$ cat src/design/blag_pkg.sv
`default_nettype none

package blag_pkg;

  // Field and register widths fixed by the interface.
  localparam int CFG_W      = 13;
  localparam int CFG_IDX_W  = 3;
  localparam int CFG_DIM_W  = 2;
  localparam int SAMPLE_W   = 16;
  localparam int ADDR_W     = 48;

  // Largest length a 13-bit register can express.
  localparam int LEN_MAX    = (2 ** CFG_W) - 1;

  // The block volume is fed to the 13-bit multiplier port in 12-bit slices.
  localparam int CHUNK_W    = 12;
  localparam int CHUNKS     = ADDR_W / CHUNK_W;

  // Restoring division of a 14-bit dividend takes one step per bit.
  localparam int DIV_W      = CFG_W + 1;
  localparam int DIV_STEPS  = DIV_W;
  localparam int STEP_W     = 4;

  typedef enum logic [2:0] {
    MOP_NONE = 3'd0,
    MOP_VOL  = 3'd1,
    MOP_OFF  = 3'd2,
    MOP_BID  = 3'd3,
    MOP_ADDR = 3'd4
  } mul_op_t;

  typedef struct packed {
    mul_op_t              mop;
    logic                 first;
    logic [CFG_DIM_W-1:0] dim;
    logic [1:0]           chunk;
    logic                 div_init;
    logic                 div_step;
    logic                 bpd_wr;
    logic                 ready;
    logic                 load_out;
  } agu_cmd_t;

  typedef struct packed {
    logic in_take;
    logic cfg_wr;
    logic out_free;
  } agu_sts_t;

endpackage

`default_nettype wire

$ cat src/design/blag_dp.sv
`default_nettype none

module blag_dp import blag_pkg::*; #(
  parameter int NUM_DIMS   = 4,
  parameter int MAX_POINTS = 4096
) (
  input  wire logic                 clk,
  input  wire logic                 rst_n,
  input  wire logic                 cfg_we,
  input  wire logic [CFG_IDX_W-1:0] cfg_index,
  input  wire logic [CFG_W-1:0]     cfg_data,
  input  wire logic                 in_valid,
  output logic                      in_stall,
  input  wire logic [SAMPLE_W-1:0]  in_sample_code,
  output logic                      out_valid,
  input  wire logic                 out_stall,
  output logic [ADDR_W-1:0]         out_word_address,
  output logic [SAMPLE_W-1:0]       out_sample_out,
  output logic                      out_last_point,
  input  wire agu_cmd_t             cmd,
  output agu_sts_t                  sts
);

  localparam int LIM   = (MAX_POINTS > LEN_MAX) ? LEN_MAX : MAX_POINTS;
  localparam int IDX_W = $clog2(LIM);
  localparam int DIM_W = (NUM_DIMS > 2) ? 2 : 1;
  localparam int CMP_W = CFG_W + 1;
  localparam logic [CFG_W-1:0] LIM_LEN = CFG_W'(LIM);

  function automatic logic [CFG_W-1:0] clamp_len(input logic [CFG_W-1:0] v);
    logic [CFG_W-1:0] r;
    if (v == '0) begin
      r = CFG_W'(1);
    end else if (v > LIM_LEN) begin
      r = LIM_LEN;
    end else begin
      r = v;
    end
    return r;
  endfunction

  logic [CFG_W-1:0]    size_r    [NUM_DIMS];
  logic [CFG_W-1:0]    blk_r     [NUM_DIMS];
  logic [CFG_W-1:0]    bpd_r     [NUM_DIMS];
  logic [CFG_W-1:0]    eff_size  [NUM_DIMS];
  logic [CFG_W-1:0]    eff_blk   [NUM_DIMS];
  logic [IDX_W-1:0]    pi_r      [NUM_DIMS];
  logic [IDX_W-1:0]    bi_r      [NUM_DIMS];
  logic [IDX_W-1:0]    ibo_r     [NUM_DIMS];
  logic [IDX_W-1:0]    pi_nxt    [NUM_DIMS];
  logic [IDX_W-1:0]    bi_nxt    [NUM_DIMS];
  logic [IDX_W-1:0]    ibo_nxt   [NUM_DIMS];

  logic [ADDR_W-1:0]   vol_r;
  logic [ADDR_W-1:0]   acc_r;
  logic [ADDR_W-1:0]   off_r;
  logic [ADDR_W-1:0]   bid_r;
  logic [DIV_W-1:0]    div_n_r;
  logic [DIV_W-1:0]    div_rem_r;
  logic [DIV_W-1:0]    div_q_r;
  logic [DIV_W-1:0]    div_sh;
  logic [SAMPLE_W-1:0] sample_r;

  logic                out_valid_r;
  logic                out_valid_nxt;
  logic [ADDR_W-1:0]   out_addr_r;
  logic [SAMPLE_W-1:0] out_sample_r;
  logic                out_last_r;

  logic [ADDR_W-1:0]   mul_a;
  logic [CFG_W-1:0]    mul_b;
  logic [ADDR_W-1:0]   mul_c;
  logic [ADDR_W-1:0]   mul_res;

  logic [DIM_W-1:0]    dsel;
  logic [DIM_W-1:0]    cfg_dsel;
  logic                cfg_dim_ok;
  logic                in_take;
  logic                out_free;
  logic                last;

  assign dsel       = cmd.dim[DIM_W-1:0];
  assign cfg_dsel   = cfg_index[DIM_W-1:0];
  assign cfg_dim_ok = (32'(cfg_index[CFG_DIM_W-1:0]) < NUM_DIMS);

  always_comb begin
    for (int d = 0; d < NUM_DIMS; d++) begin
      eff_size[d] = clamp_len(size_r[d]);
      eff_blk[d]  = clamp_len(blk_r[d]);
    end
  end

  assign in_take  = in_valid && cmd.ready && !cfg_we;
  assign in_stall = !cmd.ready || cfg_we;
  assign out_free = !out_valid_r || !out_stall;

  assign sts.in_take  = in_take;
  assign sts.cfg_wr   = cfg_we;
  assign sts.out_free = out_free;

  // Shared multiply-accumulate: one 48 x 13 product plus a 48-bit addend.
  always_comb begin
    mul_a = '0;
    mul_b = '0;
    mul_c = '0;
    case (cmd.mop)
      MOP_VOL: begin
        mul_a = cmd.first ? ADDR_W'(1) : vol_r;
        mul_b = eff_blk[dsel];
      end
      MOP_OFF: begin
        mul_a = cmd.first ? '0 : acc_r;
        mul_b = eff_blk[dsel];
        mul_c = ADDR_W'(ibo_r[dsel]);
      end
      MOP_BID: begin
        mul_a = cmd.first ? '0 : acc_r;
        mul_b = bpd_r[dsel];
        mul_c = ADDR_W'(bi_r[dsel]);
      end
      MOP_ADDR: begin
        mul_a = cmd.first ? acc_r : bid_r;
        mul_b = CFG_W'(vol_r[cmd.chunk*CHUNK_W +: CHUNK_W]);
        mul_c = cmd.first ? '0 : (acc_r << CHUNK_W);
      end
      default: begin
        mul_a = '0;
      end
    endcase
  end

  assign mul_res = mul_a * ADDR_W'(mul_b) + mul_c;

  assign div_sh = {div_rem_r[DIV_W-2:0], div_n_r[DIV_W-1]};

  // Odometer advance, first dimension fastest.
  always_comb begin
    logic             carry;
    logic [IDX_W:0]   pi_inc;
    logic [IDX_W:0]   ibo_inc;
    carry = 1'b1;
    for (int d = 0; d < NUM_DIMS; d++) begin
      pi_nxt[d]  = pi_r[d];
      bi_nxt[d]  = bi_r[d];
      ibo_nxt[d] = ibo_r[d];
      pi_inc     = {1'b0, pi_r[d]} + (IDX_W+1)'(1);
      ibo_inc    = {1'b0, ibo_r[d]} + (IDX_W+1)'(1);
      if (carry) begin
        if (CMP_W'(ibo_inc) >= CMP_W'(eff_blk[d])) begin
          ibo_nxt[d] = '0;
          bi_nxt[d]  = bi_r[d] + IDX_W'(1);
        end else begin
          ibo_nxt[d] = ibo_inc[IDX_W-1:0];
        end
        if (CMP_W'(pi_inc) < CMP_W'(eff_size[d])) begin
          pi_nxt[d] = pi_inc[IDX_W-1:0];
          carry     = 1'b0;
        end else begin
          pi_nxt[d]  = '0;
          bi_nxt[d]  = '0;
          ibo_nxt[d] = '0;
        end
      end
    end
  end

  always_comb begin
    last = 1'b1;
    for (int d = 0; d < NUM_DIMS; d++) begin
      if (CMP_W'(pi_r[d]) + CMP_W'(1) != CMP_W'(eff_size[d])) begin
        last = 1'b0;
      end
    end
  end

  always_comb begin
    if (cmd.load_out) begin
      out_valid_nxt = 1'b1;
    end else if (out_valid_r && !out_stall) begin
      out_valid_nxt = 1'b0;
    end else begin
      out_valid_nxt = out_valid_r;
    end
  end

  always_ff @(posedge clk) begin
    if (!rst_n) begin
      for (int d = 0; d < NUM_DIMS; d++) begin
        size_r[d] <= CFG_W'(1);
        blk_r[d]  <= CFG_W'(1);
        pi_r[d]   <= '0;
        bi_r[d]   <= '0;
        ibo_r[d]  <= '0;
      end
      out_valid_r <= 1'b0;
    end else begin
      if (cfg_we) begin
        if (cfg_dim_ok) begin
          if (cfg_index[CFG_IDX_W-1]) begin
            blk_r[cfg_dsel] <= cfg_data;
          end else begin
            size_r[cfg_dsel] <= cfg_data;
          end
        end
        for (int d = 0; d < NUM_DIMS; d++) begin
          pi_r[d]  <= '0;
          bi_r[d]  <= '0;
          ibo_r[d] <= '0;
        end
      end else if (cmd.load_out) begin
        for (int d = 0; d < NUM_DIMS; d++) begin
          pi_r[d]  <= pi_nxt[d];
          bi_r[d]  <= bi_nxt[d];
          ibo_r[d] <= ibo_nxt[d];
        end
      end
      out_valid_r <= out_valid_nxt;
    end
  end

  always_ff @(posedge clk) begin
    if (cmd.div_init) begin
      div_n_r   <= DIV_W'(eff_size[dsel]) + DIV_W'(eff_blk[dsel]) - DIV_W'(1);
      div_rem_r <= '0;
      div_q_r   <= '0;
    end else if (cmd.div_step) begin
      div_n_r <= div_n_r << 1;
      if (div_sh >= DIV_W'(eff_blk[dsel])) begin
        div_rem_r <= div_sh - DIV_W'(eff_blk[dsel]);
        div_q_r   <= {div_q_r[DIV_W-2:0], 1'b1};
      end else begin
        div_rem_r <= div_sh;
        div_q_r   <= {div_q_r[DIV_W-2:0], 1'b0};
      end
    end
    if (cmd.bpd_wr) begin
      bpd_r[dsel] <= div_q_r[CFG_W-1:0];
    end
    if (cmd.mop == MOP_VOL) begin
      vol_r <= mul_res;
    end else if (cmd.mop != MOP_NONE) begin
      acc_r <= mul_res;
    end
    if (cmd.mop == MOP_BID && cmd.first) begin
      off_r <= acc_r;
    end
    if (cmd.mop == MOP_ADDR && cmd.first) begin
      bid_r <= acc_r;
    end
    if (in_take) begin
      sample_r <= in_sample_code;
    end
    if (cmd.load_out) begin
      out_addr_r   <= off_r + acc_r;
      out_sample_r <= sample_r;
      out_last_r   <= last;
    end
  end

  assign out_valid        = out_valid_r;
  assign out_word_address = out_addr_r;
  assign out_sample_out   = out_sample_r;
  assign out_last_point   = out_last_r;

endmodule

`default_nettype wire

$ cat src/design/blag_ctrl.sv
`default_nettype none

module blag_ctrl import blag_pkg::*; #(
  parameter int NUM_DIMS = 4
) (
  input  wire logic     clk,
  input  wire logic     rst_n,
  input  wire agu_sts_t sts,
  output agu_cmd_t      cmd
);

  localparam logic [CFG_DIM_W-1:0] DIM_TOP = CFG_DIM_W'(NUM_DIMS - 1);

  typedef enum logic [8:0] {
    S_DIV_INIT = 9'b000000001,
    S_DIV_RUN  = 9'b000000010,
    S_DIV_WB   = 9'b000000100,
    S_VOL      = 9'b000001000,
    S_IDLE     = 9'b000010000,
    S_OFF      = 9'b000100000,
    S_BID      = 9'b001000000,
    S_ADDR     = 9'b010000000,
    S_FINISH   = 9'b100000000
  } state_t;

  state_t               state_r;
  state_t               state_nxt;
  logic [CFG_DIM_W-1:0] dim_r;
  logic [CFG_DIM_W-1:0] dim_nxt;
  logic [STEP_W-1:0]    step_r;
  logic [STEP_W-1:0]    step_nxt;

  always_comb begin
    state_nxt = state_r;
    dim_nxt   = dim_r;
    step_nxt  = step_r;
    cmd       = '0;
    cmd.mop   = MOP_NONE;
    cmd.dim   = dim_r;
    cmd.chunk = step_r[1:0];
    case (state_r)
      S_DIV_INIT: begin
        cmd.div_init = 1'b1;
        step_nxt     = '0;
        state_nxt    = S_DIV_RUN;
      end
      S_DIV_RUN: begin
        cmd.div_step = 1'b1;
        if (step_r == STEP_W'(DIV_STEPS - 1)) begin
          state_nxt = S_DIV_WB;
        end else begin
          step_nxt = step_r + STEP_W'(1);
        end
      end
      S_DIV_WB: begin
        cmd.bpd_wr = 1'b1;
        if (dim_r == DIM_TOP) begin
          dim_nxt   = '0;
          state_nxt = S_VOL;
        end else begin
          dim_nxt   = dim_r + CFG_DIM_W'(1);
          state_nxt = S_DIV_INIT;
        end
      end
      S_VOL: begin
        cmd.mop   = MOP_VOL;
        cmd.first = (dim_r == '0);
        if (dim_r == DIM_TOP) begin
          state_nxt = S_IDLE;
        end else begin
          dim_nxt = dim_r + CFG_DIM_W'(1);
        end
      end
      S_IDLE: begin
        cmd.ready = 1'b1;
        if (sts.in_take) begin
          dim_nxt   = DIM_TOP;
          state_nxt = S_OFF;
        end
      end
      S_OFF: begin
        cmd.mop   = MOP_OFF;
        cmd.first = (dim_r == DIM_TOP);
        if (dim_r == '0) begin
          dim_nxt   = DIM_TOP;
          state_nxt = S_BID;
        end else begin
          dim_nxt = dim_r - CFG_DIM_W'(1);
        end
      end
      S_BID: begin
        cmd.mop   = MOP_BID;
        cmd.first = (dim_r == DIM_TOP);
        if (dim_r == '0) begin
          step_nxt  = STEP_W'(CHUNKS - 1);
          state_nxt = S_ADDR;
        end else begin
          dim_nxt = dim_r - CFG_DIM_W'(1);
        end
      end
      S_ADDR: begin
        cmd.mop   = MOP_ADDR;
        cmd.first = (step_r == STEP_W'(CHUNKS - 1));
        if (step_r == '0) begin
          state_nxt = S_FINISH;
        end else begin
          step_nxt = step_r - STEP_W'(1);
        end
      end
      S_FINISH: begin
        if (sts.out_free) begin
          cmd.load_out = 1'b1;
          state_nxt    = S_IDLE;
        end
      end
      default: begin
        dim_nxt   = '0;
        state_nxt = S_DIV_INIT;
      end
    endcase
    // A register write always restarts the derivation pass.
    if (sts.cfg_wr) begin
      dim_nxt   = '0;
      state_nxt = S_DIV_INIT;
    end
  end

  always_ff @(posedge clk) begin
    if (!rst_n) begin
      state_r <= S_DIV_INIT;
      dim_r   <= '0;
      step_r  <= '0;
    end else begin
      state_r <= state_nxt;
      dim_r   <= dim_nxt;
      step_r  <= step_nxt;
    end
  end

  ap_load_needs_room: assert property (@(posedge clk) disable iff (!rst_n)
    cmd.load_out |-> sts.out_free)
    else $error("result loaded while the output register is still held");

  ap_cfg_restarts: assert property (@(posedge clk) disable iff (!rst_n)
    sts.cfg_wr |=> state_r == S_DIV_INIT && dim_r == '0)
    else $error("register write did not restart the derivation pass");

  ap_take_only_idle: assert property (@(posedge clk) disable iff (!rst_n)
    sts.in_take |-> state_r == S_IDLE)
    else $error("beat taken outside the idle state");

  ap_take_starts: assert property (@(posedge clk) disable iff (!rst_n)
    sts.in_take |=> state_r == S_OFF && dim_r == DIM_TOP)
    else $error("accepted beat did not start the offset pass");

endmodule

`default_nettype wire

$ cat src/design/blocked_layout_address_generator_top.sv
// A beat is accepted only in the idle state, so the next beat is not taken until the result
// of the last one is loaded into the output register; the single shared 48 x 13
// multiply-accumulate unit walks the offset, block number and address passes.
// Reset: synchronous, active low; registers return to 1 and all counters to zero.
// After reset and after every register write, a derivation pass runs one division
// per dimension and the volume product; in_stall is high.
`default_nettype none

module blocked_layout_address_generator_top import blag_pkg::*; #(
  parameter int MAX_POINTS = 4096,
  parameter int NUM_DIMS   = 4
) (
  input  wire logic                 clk,
  input  wire logic                 rst_n,
  input  wire logic                 cfg_we,
  input  wire logic [CFG_IDX_W-1:0] cfg_index,
  input  wire logic [CFG_W-1:0]     cfg_data,
  input  wire logic                 in_valid,
  output logic                      in_stall,
  input  wire logic [SAMPLE_W-1:0]  in_sample_code,
  output logic                      out_valid,
  input  wire logic                 out_stall,
  output logic [ADDR_W-1:0]         out_word_address,
  output logic [SAMPLE_W-1:0]       out_sample_out,
  output logic                      out_last_point
);

  // The block is split into a sequencer and a datapath. The sequencer steps
  // through the derivation pass (blocks per dimension by restoring division,
  // then the block volume as a running product) and, for every beat, through
  // three multiply-accumulate passes: the in-block offset and the block
  // number, each evaluated dimension by dimension from the slowest one, and
  // then the block number times the block volume, taken twelve bits of the
  // volume at a time. The final add of the offset is done as the result is
  // written to the output register.
  //
  // The output register decouples the two sides: a new beat is taken while
  // a finished result still waits, and only the final load waits for room.
  // The point, block and in-block counters advance as each result is loaded,
  // first dimension fastest, and wrap to zero after the last point.

  agu_cmd_t cmd;
  agu_sts_t sts;

  blag_ctrl #(
    .NUM_DIMS (NUM_DIMS)
  ) u_ctrl (
    .clk   (clk),
    .rst_n (rst_n),
    .sts   (sts),
    .cmd   (cmd)
  );

  blag_dp #(
    .NUM_DIMS   (NUM_DIMS),
    .MAX_POINTS (MAX_POINTS)
  ) u_dp (
    .clk              (clk),
    .rst_n            (rst_n),
    .cfg_we           (cfg_we),
    .cfg_index        (cfg_index),
    .cfg_data         (cfg_data),
    .in_valid         (in_valid),
    .in_stall         (in_stall),
    .in_sample_code   (in_sample_code),
    .out_valid        (out_valid),
    .out_stall        (out_stall),
    .out_word_address (out_word_address),
    .out_sample_out   (out_sample_out),
    .out_last_point   (out_last_point),
    .cmd              (cmd),
    .sts              (sts)
  );

endmodule

`default_nettype wire
$ cat config.mk
export PLATFORM = sky130hd
export DESIGN_NAME = blocked_layout_address_generator_top
export DESIGN_NICKNAME = d
export VERILOG_FILES = /design/src/design/blag_pkg.sv /design/src/design/blag_dp.sv /design/src/design/blag_ctrl.sv /design/src/design/blocked_layout_address_generator_top.sv
export SDC_FILE = /design/constraint.sdc
export NUM_CORES = 2
export LEC_CHECK = 0
export BUFFER_PORTS_ARGS = -buffer_cell sky130_fd_sc_hd__buf_2
export CORE_ASPECT_RATIO = 0.75
export CORE_MARGIN = 2
export CORE_UTILIZATION = 50
export CTS_CLUSTER_SIZE = 28
export DETAILED_ROUTE_END_ITERATION = 7
export PLACE_DENSITY = 0.67
export REMOVE_ABC_BUFFERS = 1
export SYNTH_ARGS = -nofsm -noshare
export SYNTH_HDL_FRONTEND = slang
export SYNTH_SLANG_ARGS = --single-unit
$ cat constraint.sdc
create_clock -name clk -period 12.6 [get_ports clk]
set_clock_uncertainty 0.15 [all_clocks]
set_input_delay 1.89 -clock clk [delete_from_list [all_inputs] [get_ports clk]]
set_output_delay 1.89 -clock clk [all_outputs]
set_load 0.1 [all_outputs]
# After elaboration in Yosys (flattened, before gate mapping)
# Memories as Yosys holds them, arrays and structs flattened. A register that Yosys moved wholly into a read port is not among the register bits.
# Index checks and enable logic that the tools add are counted.
[op_classes]
n_addsub = 25
multipliers = 2
n_lt_le_gt_ge = 18
eq_ne = 31
shift = 1
mux = 150
bitwise = 28
n_reduce_logical = 36
[ops]
columns = ["cell", "n"]
rows = [
  ["$mux 12", 53],
  ["$mux 13", 23],
  ["$pmux 48 s3", 2],
  ["$mux 48", 4],
  ["$add 12x1->13 const B", 12],
  ["$gt 13x13->1 const B", 8],
  ["$logic_not 13->1", 8],
  ["$add 48x48->48", 2],
  ["$pmux 9 s9", 1],
  ["$mux 9", 7],
  ["$ne 14x13->1", 4],
  ["$bmux 13 s2", 2],
  ["$ge 13x13->1", 4],
  ["$lt 13x13->1", 4],
  ["$add 12x1->12 const B", 4],
  ["$mul 48x13->48", 1],
  ["$shiftx 48x7->12", 1],
  ["$pmux 13 s3", 1],
  ["$mux 1", 35],
  ["$pmux 4 s4", 2],
  ["$mux 14", 2],
  ["$mux 2", 13],
  ["$reduce_or 13->1", 2],
  ["$or 1x1->1", 24],
  ["45 further kinds", 72],
]
[word_totals]
register_bits = 329
ram_bits = 300
inputBits = 37
mem_count = 6
[memory_table]
columns = ["memory", "words", "word_bits", "rd", "rd_clocked_by_memory_dff", "wr", "line_no", "rtl"]
rows = [
  ["u_dp.blk_r", 4, 13, 4, 0, 4, "blag_dp.sv:43", "logic [CFG_W-1:0] blk_r [NUM_DIMS];"],
  ["u_dp.bpd_r", 4, 13, 1, 1, 1, "blag_dp.sv:44", "logic [CFG_W-1:0] bpd_r [NUM_DIMS];"],
  ["u_dp.size_r", 4, 13, 4, 0, 4, "blag_dp.sv:42", "logic [CFG_W-1:0] size_r [NUM_DIMS];"],
  ["u_dp.bi_r", 4, 12, 5, 1, 4, "blag_dp.sv:48", "logic [IDX_W-1:0] bi_r [NUM_DIMS];"],
  ["u_dp.ibo_r", 4, 12, 5, 1, 4, "blag_dp.sv:49", "logic [IDX_W-1:0] ibo_r [NUM_DIMS];"],
  ["u_dp.pi_r", 4, 12, 4, 0, 4, "blag_dp.sv:47", "logic [IDX_W-1:0] pi_r [NUM_DIMS];"],
]

# Longest topological paths before layout
# An unclocked memory read counts as a cell.
[depth]
word_depth = 11
ltp_mapped = 37
ltp_nobuf = 32

# Modules after synthesis
# Synthesis repeated with hierarchy kept, for this count alone.
[hier_totals]
hier_cells = 4953
area_unflattened_um2 = 51140.3
[modules_own_cells]
columns = ["mod", "n_inst", "cells_each", "area_per_inst_um2"]
rows = [
  ["blag_dp", 1, 4778, 49785.2],
  ["blag_ctrl", 1, 175, 1355.0],
]

# Worst setup path before layout
# Ideal clock, no wire load.
[synth_path]
kind = "register to register"
from = "reg u_ctrl.state_r[8]"
to = "reg u_dp.acc_r[44], data pin"
setup_time_ps = 184
arrival_ps = 9680
required_time_ps = 12266
path_slack_ps = 2587
path_stages_with_launch = 33
path_buffers = 5
period_less_slack_ps = 10013
cell_sequence = "dfxtp_1 or3_1 buf_2 nor3_4 and4b_1 buf_6 buf_6 buf_2 buf_1 a22oi_1 o21ai_1 nand2_1 fa_1 inv_1 fa_1 fa_1 fa_1 fa_1 inv_1 fa_1 inv_1 ha_1 o21a_1 o21ai_0 a211oi_1 a221o_1 a31o_2 a31oi_1 o21ai_1 a221o_1 a31o_2 mux2i_1 a211oi_1"
[synth_via]
elab_chain_cells = 7
[synth_rtl]
columns = ["item", "line_no", "rtl"]
rows = [
  ["from (decl)", "blag_ctrl.sv:26", "state_t state_r;"],
  ["from (signal assigned)", "blag_ctrl.sv:134", "state_r <= state_nxt;"],
  ["$eq 9x8->1 (tied with other cells)", "blag_ctrl.sv:41", "case (state_r)"],
  ["$pmux 4 s4 *", "blag_ctrl.sv:41", ""],
  ["$eq 3x2->1 / $eq 3x1->1 (equally long branches)", "blag_dp.sv:106", "case (cmd.mop)"],
  ["$reduce_or 2->1 (no source line)", "-", ""],
  ["$pmux 48 s3 / $pmux 13 s3 (equally long branches)", "blag_dp.sv:106", ""],
  ["$mul 48x13->48", "blag_dp.sv:132", "assign mul_res = mul_a * ADDR_W'(mul_b) + mul_c;"],
  ["$add 48x48->48 *", "blag_dp.sv:132", ""],
  ["net u_dp.mul_res[44]", "blag_dp.sv:73", "logic [ADDR_W-1:0] mul_res;"],
  ["to (signal assigned)", "blag_dp.sv:242", "acc_r <= mul_res;"],
  ["to (decl)", "blag_dp.sv:55", "logic [ADDR_W-1:0] acc_r;"],
]
# Mark *: on every way through the listed nets, which the timed path passes. The rest lies on a longest branch.
# A chain may end at the register's enable or synchronous reset.

# Final worst setup path
[layout_path]
from = "reg u_ctrl.step_r[0]"
to = "reg u_dp.acc_r[44], data pin"
[layout_via]
elab_chain_cells = 6
[layout_rtl]
columns = ["item", "line_no", "rtl"]
rows = [
  ["from (decl)", "blag_ctrl.sv:30", "logic [STEP_W-1:0] step_r;"],
  ["from (signal assigned)", "blag_ctrl.sv:136", "step_r <= step_nxt;"],
  ["branches (longest 5 deep; another with $mul 48x13->48)", "-", ""],
  ["$add 48x48->48 *", "blag_dp.sv:132", ""],
  ["net u_dp.mul_res[44]", "blag_dp.sv:73", ""],
]
# Mark *: on every way through the listed nets, which the timed path passes.

==> results.cfg <==
[worst_setup_path]
timing.critical_path.required_ps = 12950
timing.setup.critical_path_class = flop to flop
worst-path-max-fanout = 50
regToRegSetupSlack_ps = 2000
worst-endpoint-arrival_ps = 10960
timing.critical_path.from_type = flop
critPathCaptureType = flop

[drt]
route.final.wire_length_um = 153000
drt-vias-per-instance = 5.98
drc = 0
firstDrtPassIters = 8
drt-wirelength-per-cell_um = 24.3
dr_total_vias = 37600
ant_nets = 0
initialDrtViolationCount = 4868

[finish]
number_of_nets_in_the_layout = 5709
drive_gt1_frac = 0.0830
synthToLayoutAreaGrowth_pct = 8.42
antennaDiodeCount = 0

[global_routing]
total_global_routing_track_utilization = 0.298
grt_first_pass_wirelength_um = 230000
overall_overflow_remaining_after_global_route = 0
grt_antenna_before_repair = 5
first_global_vias = 36000
largest_net_degree_at_the_start_of_global_routing = 68

[timing]
worst_slew_pin_slew_ps = 1390
final.setup.worst_slack_ps = 2000
slew_violations = 0
final_period_demand_of_the_worst_path_ps = 10600
layout_worst_path_cycle_share = 0.841
final-setup-viol-count = 0
timing.fmax_ghz = 0.0943
rsz0062_at_grt = false
timing.slew.headroom = 0.0751
hold_viol_final = 0
setup-tns-final_ps = 0

[logic_synthesis]
synth_seq_area_share = 0.360
syn-instance-count = 4843
synth_area_per_cell_um2 = 10.4
top_flip_flop_cell_by_instance_count_after_synthesis = sky130_fd_sc_hd__edfxtp_1
synth-edff-count = 551
synth.cells.most_frequent = sky130_fd_sc_hd__nand2_1 (611), sky130_fd_sc_hd__inv_1 (598), sky130_fd_sc_hd__edfxtp_1 (551)
ys_async_sr_fraction = 0
synth.ff_latch_count = 631
yosys.area.top_type = sky130_fd_sc_hd__edfxtp_1
synth.top_cells.by_area = sky130_fd_sc_hd__edfxtp_1 (33%), sky130_fd_sc_hd__fa_1 (19%), sky130_fd_sc_hd__ha_1 (7.0%)
synth.top_cell.area_share = 0.328
synth.yosys.warnings = 0
cell_area_after_technology_mapping_mm2 = 0.0505
synthMostInstantiatedCell = sky130_fd_sc_hd__nand2_1
netlist-cell-type-count = 94

[power]
worst_supply_voltage_drop_on_vdd_v = 0.000123
leakagePower_nw = 22.7
pwr_density_cell_mw_per_mm2 = 87.3

[clocking]
tritoncts = done
cts.path.max_buffers = 3
hold_buffers = 0
cts_sink_count = 631
post_cts_resized = 0
clock_latency_ps = 700
cts.htree.levels = 2
ctsRootBufferMaster = sky130_fd_sc_hd__clkbuf_16
setup_fix_buffers_added_after_clock_tree_synthesis = 0
clk_pin_slew_worst_paths_ps = 70
numCtsBuffers = 61

[placed_design]
io_buffers = 103
dpl_worst_slack_ps = 2220
finalWeightedCongestion = 0.988
dpl.hpwl_um = 119000

[floorplanning]
design.core.area_mm2 = 0.0996
design.die.area_mm2 = 0.104
design.portCount = 104
dieWidth_um = 371
die_h_um = 279
placementRows = 100
start_util = 0.507

[run_status]
run_status = complete, no violations

[job]
maxCapViolCount = 0

[worst_hold_path]
min-delay-path-class = flop to flop
[cells in the final DEF (no fill, tap or decap), drive strengths merged, types with 29 or more instances in the layout]
cell type / n
a21oi: 172
mux4: 58
xor2: 115
o21ai: 140
edfxtp: 551
buf: 180
clkbuf: 66
nor3: 38
and2: 151
dfxtp: 80
nand2b: 40
nor2: 410
nor2b: 70
ha: 283
nand4: 41
inv: 606
and3: 73
clkinv: 29
a21o: 86
nand3: 105
xnor2: 155
fa: 480
a211oi: 32
o21a: 51
nand2: 614
nor4: 29
a22oi: 64
[power by group]
part / switching (W) / internal (W)
Combinational: 0.000290 / 0.000174
Clock: 0.000889 / 0.00104
Sequential: 0.0000643 / 0.00232
Total: 0.00124 / 0.00354
[final cells by class]
type | instances | area (um2)
fill | 8745 | 44900
sequential | 631 | 18100
clock buffer | 66 | 1570
clock inverter | 50 | 510
multi-input combinational | 3434 | 29500
timing repair buffer | 180 | 1090
inverter | 601 | 2260
tap | 1326 | 1660
[through the flow]
step | utilization | hold slack, ps | power (W) | cell area, um2 | cells
final | 0.549 | 269 | 0.00478 | 54700 | 6288
after global routing | 0.549 | 282 | 0.00492 | 54700 | 6288
after CTS | 0.549 | 269 | 0.00478 | 54700 | 6288
after detailed placement | 0.529 | 255 | 0.00288 | 52600 | 6172
after global placement | 0.529 | 251 | 0.00287 | 52600 | 6172
after floorplan | - | 250 | 0.00270 | 49700 | 4666
[layer usage]
| metal | GRT usage | wire, um | up-vias |
|---|---|---|---|
| met5 | 0 | 0 | - |
| met4 | 0.0538 | 2730 | 0 |
| li1 | - | - | 16500 |
| met1 | 0.479 | 70000 | 18700 |
| met3 | 0.108 | 22500 | 197 |
| met2 | 0.377 | 57800 | 2185 |
[registers in the layout (all words and copies together) (netlist names), 48 cells and up, named ones only]
signal and flops:
u_dp.bpd_r 52, u_dp.out_word_address 48, u_dp.ibo_r 48, u_dp.pi_r 48
u_dp.acc_r 48, u_dp.bi_r 48, u_dp.vol_r 48, u_dp.off_r 48
u_dp.bid_r 48, u_dp.size_r 52, u_dp.blk_r 52
[cells by family (layout without fill, tap and decap cells)]
family | Yosys count | count (layout) | synth area share
and+or+nand+nor | 1612 | 1612 | 0.147
adders and majority gates | 763 | 763 | 0.261
buffers and inverters | 778 | 897 | 0.0590
xor gates and xnor gates | 270 | 270 | 0.0470
DFF | 631 | 631 | 0.360
muxes | 71 | 71 | 0.0285
AOI/OAI and AO/OA | 718 | 718 | 0.0981
[worst max-delay path: stages, from the launching register on]
cell and delay (ps):
sky130_fd_sc_hd__dfxtp_1 880, sky130_fd_sc_hd__nor4bb_1 360, sky130_fd_sc_hd__and4_2 740, sky130_fd_sc_hd__a21o_2 810, sky130_fd_sc_hd__nand2_1 170, sky130_fd_sc_hd__o21ai_1 560
sky130_fd_sc_hd__nand2_1 180, sky130_fd_sc_hd__fa_1 570, sky130_fd_sc_hd__inv_1 50, sky130_fd_sc_hd__fa_1 610, sky130_fd_sc_hd__fa_1 490, sky130_fd_sc_hd__fa_1 470
sky130_fd_sc_hd__fa_1 500, sky130_fd_sc_hd__inv_1 50, sky130_fd_sc_hd__fa_1 470, sky130_fd_sc_hd__inv_1 40, sky130_fd_sc_hd__ha_1 370, sky130_fd_sc_hd__o21a_1 140
sky130_fd_sc_hd__o21ai_0 250, sky130_fd_sc_hd__a211oi_1 180, sky130_fd_sc_hd__a221o_1 370, sky130_fd_sc_hd__a31o_2 250, sky130_fd_sc_hd__a31oi_1 360, sky130_fd_sc_hd__o21ai_1 180
sky130_fd_sc_hd__a221o_1 430, sky130_fd_sc_hd__a31o_2 300, sky130_fd_sc_hd__mux2i_1 120, sky130_fd_sc_hd__a211oi_1 270
[path summary, 6_finish.rpt]
kind	startpoint	to	depth (start not counted)
worst max register to register	u_ctrl.step_r[0]	u_dp.acc_r[44]	27
worst min register to register	u_dp.sample_r[13]	u_dp.out_sample_out[13]	0
worst max-delay path	u_ctrl.step_r[0]	u_dp.acc_r[44]	27
worst min-delay path	u_dp.sample_r[13]	u_dp.out_sample_out[13]	0
No activity file was read; power rests on OpenSTA's default activity.
